`src/rtl/core/dssm_pkg.sv`:
```
// shared types and constants for the drum step sequencer mixer
// no dependencies; imported by dssm_ctrl, dssm_datapath and the top level

package dssm_pkg;

    localparam int DEF_TRACKS       = 7;
    localparam int DEF_STEPS        = 64;
    localparam int DEF_SAMPLE_DEPTH = 16384;

    localparam int STEP_LEN_W = 20;
    localparam int PATTERN_W  = 64;
    localparam int LEN_W      = 15;
    localparam int TIME_W     = 32;
    localparam int WORD_W     = 16;
    localparam int INDEX_W    = 14;
    localparam int TRACK_W    = 3;
    localparam int MIX_W      = 24;
    localparam int CFG_IDX_W  = 3;
    // holds 7 tracks x 64 steps of full-scale words with headroom
    localparam int ACC_W      = 26;

    localparam logic [STEP_LEN_W-1:0] STEP_LEN_RESET = 20'd6000;

    localparam logic signed [ACC_W-1:0] MIX_MAX = 26'sd8388607;
    localparam logic signed [ACC_W-1:0] MIX_MIN = -26'sd8388608;

    localparam logic [CFG_IDX_W-1:0] REG_STEP_LENGTH = 3'd0;
    localparam logic [CFG_IDX_W-1:0] REG_PATTERN0    = 3'd1;

    typedef enum logic [1:0] {
        CMD_LOAD   = 2'd0,
        CMD_TICK   = 2'd1,
        CMD_REWIND = 2'd2
    } cmd_e;

    typedef struct packed {
        logic [1:0]                command;
        logic [TRACK_W-1:0]        track;
        logic [INDEX_W-1:0]        word_index;
        logic signed [WORD_W-1:0]  word_value;
        logic                      last_word;
    } in_item_t;

    typedef struct packed {
        logic signed [MIX_W-1:0]   mixed_sample;
        logic [TIME_W-1:0]         time_position;
        logic                      clipped;
    } out_item_t;

    // controller to datapath
    typedef struct packed {
        logic latch;
        logic do_write;
        logic rewind;
        logic run_init;
        logic run_step;
        logic finish;
    } ctl_t;

    // datapath to controller
    typedef struct packed {
        logic last_pair;
        logic pipe_idle;
    } sts_t;

endpackage

```
`src/rtl/core/dssm_ctrl.sv`:
```
// command sequencer for the drum step sequencer mixer
// depends on dssm_pkg; drives dssm_datapath through ctl_t / sts_t

module dssm_ctrl
    import dssm_pkg::*;
(
    input  logic       clk,
    input  logic       rst_n,
    input  logic       start,
    input  logic [1:0] command,
    input  sts_t       sts,
    output logic       busy,
    output ctl_t       ctl
);

    typedef enum logic [3:0] {
        S_IDLE  = 4'b0001,
        S_LOAD  = 4'b0010,
        S_RUN   = 4'b0100,
        S_DRAIN = 4'b1000
    } state_t;

    state_t state_reg;
    state_t state_next;
    logic   accept;

    assign busy   = (state_reg != S_IDLE);
    assign accept = start && !busy;

    always_comb
    begin
        state_next   = state_reg;
        ctl          = '0;
        ctl.latch    = accept;
        ctl.do_write = (state_reg == S_LOAD);
        ctl.run_step = (state_reg == S_RUN);
        unique case (state_reg)
            S_IDLE:
            begin
                if (accept)
                begin
                    unique case (cmd_e'(command))
                        CMD_LOAD:   state_next = S_LOAD;
                        CMD_TICK:
                        begin
                            ctl.run_init = 1'b1;
                            state_next   = S_RUN;
                        end
                        CMD_REWIND: ctl.rewind = 1'b1;
                        default:    state_next = S_IDLE;
                    endcase
                end
            end
            S_LOAD:
            begin
                state_next = S_IDLE;
            end
            S_RUN:
            begin
                if (sts.last_pair)
                begin
                    state_next = S_DRAIN;
                end
            end
            S_DRAIN:
            begin
                // wait for the last ram read to land in the accumulator
                if (sts.pipe_idle)
                begin
                    ctl.finish = 1'b1;
                    state_next = S_IDLE;
                end
            end
            default:
            begin
                state_next = S_IDLE;
            end
        endcase
    end

    always_ff @(posedge clk or negedge rst_n)
    begin
        if (!rst_n)
        begin
            state_reg <= S_IDLE;
        end
        else
        begin
            state_reg <= state_next;
        end
    end

endmodule

```
`config.mk`:
```
export PLATFORM = sky130hd
export DESIGN_NAME = dssm_ctrl
export DESIGN_NICKNAME = d
export VERILOG_FILES = /design/src/rtl/core/dssm_pkg.sv /design/src/rtl/core/dssm_ctrl.sv
export SDC_FILE = /design/constraint.sdc
export NUM_CORES = 1
export LEC_CHECK = 0
export BUFFER_PORTS_ARGS = -buffer_cell sky130_fd_sc_hd__buf_2
export CORE_AREA = 2 2 39 41
export CTS_CLUSTER_SIZE = 8
export DETAILED_ROUTE_END_ITERATION = 7
export DIE_AREA = 0 0 41 43
export HOLD_SLACK_MARGIN = 0.1
export PLACE_DENSITY = 0.4
export SYNTH_ARGS = -nofsm -noshare
export SYNTH_HDL_FRONTEND = slang
export SYNTH_SLANG_ARGS = --single-unit
export TNS_END_PERCENT = 1
```
`constraint.sdc`:
```
create_clock -name clk -period 1.9 [get_ports clk]
set_clock_uncertainty 0.15 [all_clocks]
set_input_delay 0.095 -clock clk [delete_from_list [all_inputs] [get_ports clk]]
set_output_delay 0.095 -clock clk [all_outputs]
set_load 0.03 [all_outputs]
```
==> impl_metrics.tcl, run 1 <==
set metrics [dict create \
    ir_drop_mv 0.566 \
    violations "negative setup slack" \
    cp-end-kind "primary output" \
    drtAntennaViolNets 0 \
    grt_pass1_wl_um 1100 \
    coreArea_mm2 0.00138 \
    std_cell_rows 14 \
    dieHeight_um 43 \
    dr.pass1.iters 1 \
    cts_tree "done" \
    worst_setup_path_start_kind "flip-flop" \
    die_width_um 41 \
    wl_per_cell_um 9.23 \
    drt-total-wl_um 674 \
    synth_edf_count 0 \
    antenna_found_initial 0 \
    crit_fanout 4 \
    path_cells "or4b_4 > or2_4 > nor3b_4 > buf_6" \
    pwr-share-comb_pct 62.2 \
    worstSkewPairLatency_ns 0.24 \
    clock_tree.root_cell "clkbuf_4" \
    p_per_area_mw_per_mm2 1250 \
    grt_overflow 0 \
    synth_seq_cells 4 \
    critPathRequiredTime_ns 1.65 \
    cp_num_buf_inv 1 \
    grt_pass1_vias 292 \
    synth_fp_nets 35 \
    final_common_cell "buf_2" \
    synth.area.top_cells "dfrtp_1 (29%), dfstp_2 (10%), nor4b_1 (6.7%), a21o_1 (5.8%), or4b_4 (5.3%)" \
    fin_setup_tns_ns -0.350 \
    cp_slowest_stage_delay_ns 0.51 \
    start_util_pct 18.8 \
    endpoint "ctl[2]" \
    p_seq_share_pct 20.0 \
    grt_usage_pct 9.69 \
    clock_path_buffers 2 \
    route.detailed.drc 0 \
    p_sw_share_pct 39.2 \
    reg2reg_depth 5 \
    outcome "finished, violations left" \
    antennaDiodeCount 0 \
    p_leak_nw 0.266 \
    dr_total_vias 305 \
    synth_top_area_share_pct 28.8 \
    syn-cell-area_um2 260 \
    relSlewSlack_pct 84.2 \
    hold_path_class "in2async" \
    hpwl_um 531 \
    cp_top_family "simple AND/OR/NAND/NOR gates" \
    nNetsFinal 65 \
    path_clk_slew_ns 0.03 \
    path_class "reg2out" \
    pre_cts_ws_ns 0.00386 \
    gp_congestion 0.685 \
    p_sw_mw 0.252 \
    dpl-instance-area_um2 400 \
    arrival_ns 1.84 \
    design.die.area_mm2 0.00176 \
    maxCapViolCount 0 \
    period_minus_slack_ns 2.08 \
    setup_violations 3 \
    p_int_mw 0.390 \
    drtIter0Drc 0 \
    io_buffers 13 \
    ys_seq_area_share_pct 38.9 \
    io_pins 14 \
    viasPerCell 4.18 \
    period_share_pct 109 \
    r2r_slack_ns 0.03 \
    final_cell_mix "buf_2 (10), dlygate4sd3_1 (7), buf_4 (6)" \
    rr_endpoint "state_reg[2]" \
    area.growth.synth_to_final_pct 98.1 \
    cp-startpoint "state_reg[0]" \
    synth_flop_cell "dfrtp_1" \
    clkPwrFrac_pct 17.8 \
    cts_buffers 3 \
    syn_inst 28 \
    tightest_slew_ns 0.235 \
    synth_top_cell_by_area "dfrtp_1" \
    yosysWarnings 0 \
    yosysUniqueCellTypes 18 \
    largest_reg_flops 4 \
    htreeDepth 1 \
    path_depth 4 \
    fmax_mhz 481 \
    hold_viol_final 0 \
    cp_slowest_cell "dfstp_2" \
    grt_max_degree 6 \
    cts_sinks 4 \
    avgSynthCellArea_um2 9.29 \
    final.setup.worst_slack_ns -0.180 \
    drive_gt1_share_pct 47.4 \
    rr_startpoint "state_reg[0]" \
    finalInstanceArea_um2 515 \
    rsz0062_at_grt "yes" \
    async_flop_share_pct 100 \
    maxSlewViolCount 0 \
]
[cell families (layout without fill, tap and decap cells)]
group	count (synthesis)	count (layout)	synth area share [%]
AO/OA/AOI/OAI	6	6	14.9
buffers and inverters	4	33	7.21
flip-flops	4	4	38.9
AND/OR/NAND/NOR	14	14	38.9
[final cells by class]
type                    instances  area, um^2
inverters                       3        11.3
well taps                      16        20.0
clock buffers                   4        26.3
multi-input cells              20         158
repair buffers                 26         199
flip-flops and latches          4         101
fillers                       147         868
[power by group through the flow]
| stage | Clock, mW | Combinational [mW] | Sequential, mW |
|---|---|---|---|
| 2_1_floorplan | 0 | 0.239 | 0.141 |
| 3_3_place_gp | 0 | 0.371 | 0.130 |
| 3_5_place_dp | 0 | 0.373 | 0.130 |
| 4_1_cts | 0.122 | 0.405 | 0.129 |
| 5_1_grt | 0.128 | 0.434 | 0.132 |
| 6_report | 0.114 | 0.399 | 0.129 |
[repair_timing]
action                     4_1_cts  5_1_grt
hold buffers                     7        0
buffers inserted                 0        0
setup endpoints to repair        3        4
hold endpoints to repair         8        0
pin swaps                        1        0
gates resized for setup          6        0
[how the worst min path moves through the flow]
| stage | to | cells past startpoint |
|---|---|---|
| 4_1_cts | state_reg[0] | 2 |
| 5_1_grt | state_reg[0] | 2 |
| 2_1_floorplan | state_reg[1] | 0 |
| 3_5_place_dp | state_reg[1] | 1 |
| 3_3_place_gp | state_reg[3] | 1 |
| 6_report | state_reg[0] | 2 |
[cells in the mapped netlist (2+ instances only)]
| master | instances |
|---|---|
| nand2_1 | 2 |
| nor4b_1 | 2 |
| dfrtp_1 | 3 |
| nand2b_1 | 2 |
| a21oi_1 | 2 |
| nor3_1 | 2 |
| a21o_1 | 2 |
| inv_1 | 3 |
[per-layer routing]
| layer | GRT usage, % | up-vias | wire length (um) |
|---|---|---|---|
| li1 | - | 158 | - |
| met1 | 11.4 | 135 | 287 |
| met2 | 13.4 | 10 | 333 |
| met3 | 3.14 | 2 | 38 |
| met4 | 8.00 | 0 | 14 |
| met5 | 0 | - | 0 |
[stage by stage]
step,hold slack (ns),power (mW),cells,util (%)
floorplan,-0.351,0.380,28,-
global placement,-0.252,0.502,62,28.9
detailed placement,-0.250,0.503,62,28.9
CTS,0.171,0.655,73,37.3
global route,0.192,0.694,73,37.3
finish,0.185,0.642,73,37.3
(Power assumes the default switching activity.)
==> run 2, diff against run 1 <==
- ABC_AREA: unset -> 1
- PLACE_DENSITY: 0.4 -> unset
==> impl_metrics.tcl, run 2 <==
set metrics [dict create \
    outcome "complete, no violations" \
    pwr-share-comb_pct 43.6 \
    coreArea_mm2 0.00138 \
    cp_slowest_cell "dfstp_2" \
    cp-end-kind "flip-flop" \
    fin_setup_tns_ns 0 \
    relSlewSlack_pct 82.5 \
    worstSkewPairLatency_ns 0.24 \
    antennaDiodeCount 0 \
    fillers 150 \
    yosysUniqueCellTypes 18 \
    synth_top_area_share_pct 21.0 \
    grt_overflow 0 \
    yosysWarnings 0 \
    final_cell_mix "buf_2 (13), inv_1 (8), dlygate4sd3_1 (8)" \
    p_per_area_mw_per_mm2 734 \
    route.detailed.drc 0 \
    grt_max_degree 7 \
    io_buffers 13 \
    p_seq_share_pct 26.9 \
    p_leak_nw 0.314 \
    worst_setup_path_start_kind "flip-flop" \
    dr_total_vias 360 \
    path_class "reg2reg" \
    drive_gt1_share_pct 45.1 \
    cts_sinks 4 \
    grt_pass1_vias 320 \
    wl_per_cell_um 8.69 \
    largest_reg_flops 4 \
    fmax_mhz 553 \
    drtAntennaViolNets 0 \
    cp_slowest_stage_delay_ns 0.54 \
    hold_path_class "in2reg" \
    die_width_um 41 \
    dieHeight_um 43 \
    arrival_ns 1.78 \
    avgSynthCellArea_um2 7.61 \
    drtIter0Drc 2 \
    setup_violations 0 \
    clock_path_buffers 2 \
    io_pins 14 \
    final_common_cell "buf_2" \
    crit_fanout 4 \
    drt-total-wl_um 756 \
    clkPwrFrac_pct 29.5 \
    grt_pass1_wl_um 1150 \
    maxCapViolCount 0 \
    tightest_slew_ns 0.261 \
    dr.pass1.iters 2 \
    area.growth.synth_to_final_pct 51.4 \
    hold_viol_final 0 \
    design.die.area_mm2 0.00176 \
    ir_drop_mv 0.371 \
    syn_inst 47 \
    finalPower_mw 0.398 \
    critPathRequiredTime_ns 1.87 \
    viasPerCell 4.14 \
    cp_top_family "flip-flops" \
    std_cell_rows 14 \
    synth.area.top_cells "dfrtp_1 (21%), nand2_4 (9.4%), inv_1 (8.4%), dfstp_2 (7.3%), nand2_1 (7.3%)" \
    synth_edf_count 0 \
    gp_congestion 0.702 \
    clock_tree.root_cell "clkbuf_4" \
    cts_resized 0 \
    cts_tree "done" \
    period_share_pct 95.1 \
    maxSlewViolCount 0 \
    htreeDepth 1 \
    antenna_found_initial 0 \
    ys_seq_area_share_pct 28.3 \
    rsz0062_at_grt "no" \
    synth_top_cell_by_area "dfrtp_1" \
    grt_usage_pct 10.3 \
    path_clk_slew_ns 0.04 \
    cp_num_buf_inv 1 \
    async_flop_share_pct 100 \
    yosysMostFrequentCell "inv_1" \
    path_cells "nand2_1 > nor2_4 > nand2_4 > nand4_1 > nand2_1 > dlygate4sd3_1" \
    synth_commonest_cells "inv_1 (8), nand2_1 (7), nor2_1 (7)" \
    post_cts_buffers 0 \
    hpwl_um 585 \
    p_sw_share_pct 40.1 \
    synth_seq_cells 4 \
    p_int_mw 0.238 \
    synth_flop_cell "dfrtp_1" \
    synth_fp_nets 54 \
    p_sw_mw 0.160 \
    cts_buffers 3 \
    nNetsFinal 79 \
    syn-cell-area_um2 358 \
    start_util_pct 25.9 \
    period_minus_slack_ns 1.81 \
    cp_common_cell "nand2_1" \
]
run 2: worst paths after layout:
path	startpoint	end	slack, ns	depth (start not counted)
min in group asynchronous	rst_n	state_reg[0]	0.19	2
hold reg to reg	state_reg[0]	state_reg[0]	0.51	4
setup / recovery	state_reg[0]	state_reg[3]	0.09	6
hold / removal	command[1]	state_reg[0]	0.11	5
max in group asynchronous	rst_n	state_reg[1]	0.83	3
setup reg to reg	state_reg[0]	state_reg[3]	0.09	6
run 2: through the flow:
step | instances | instance area, um^2 | hold slack [ns] | worst slack, ns | utilization (%)
after floorplan | 47 | 358 | -0.351 | 0.238 | -
final | 87 | 542 | 0.113 | 0.0932 | 39.2
after global placement | 75 | 435 | -0.245 | 0.487 | 31.5
after global routing | 87 | 542 | 0.151 | 0.0172 | 39.2
after CTS | 87 | 542 | 0.111 | 0.0641 | 39.2
after detailed placement | 75 | 435 | -0.242 | 0.472 | 31.5
run 2: cell type report:
class	count	area, um^2	share of cell area [%]
clock buffer	4	26.3	4.85
timing repair buffer	21	145	26.8
inverter	10	38.8	7.16
sequential	4	101	18.7
tap	16	20.0	3.70
multi-input combinational	32	210	38.8
run 2: power by group through the flow:
stage / Sequential (mW) / Clock, mW / Combinational (mW)
after global routing: 0.108 / 0.131 / 0.189
after CTS: 0.107 / 0.122 / 0.176
after global placement: 0.108 / 0 / 0.161
after floorplan: 0.106 / 0 / 0.133
final: 0.107 / 0.117 / 0.173
after detailed placement: 0.108 / 0 / 0.161
run 2: kinds of logic (layout without fill, tap and decap cells):
kind of cell | Yosys count | in the layout | share of synthesized area (%)
DFF | 4 | 4 | 28.3
and+or+nand+nor | 30 | 30 | 53.9
buffers and inverters | 11 | 35 | 12.9
AOI/OAI and AO/OA | 2 | 2 | 4.90
run 2: layer usage:
layer	part of all wire [%]	track usage [%]	vias up
met3	5.7	3.14	2
met1	45	11.1	152
li1	-	-	193
met4	1.1	8.00	0
met2	48	15.6	13
met5	0	0	-
run 2: tightest hold or removal path, stage by stage:
cell and delay [ns]:
buf_2 0.09, nand2_1 0.06, nand2_1 0.10, nand2_4 0.07
o21ai_2 0.05
run 2: what timing repair did:
item                       4_1_cts  5_1_grt
setup endpoints to repair        0        1
hold buffers                     8        0
hold endpoints to repair         8        0
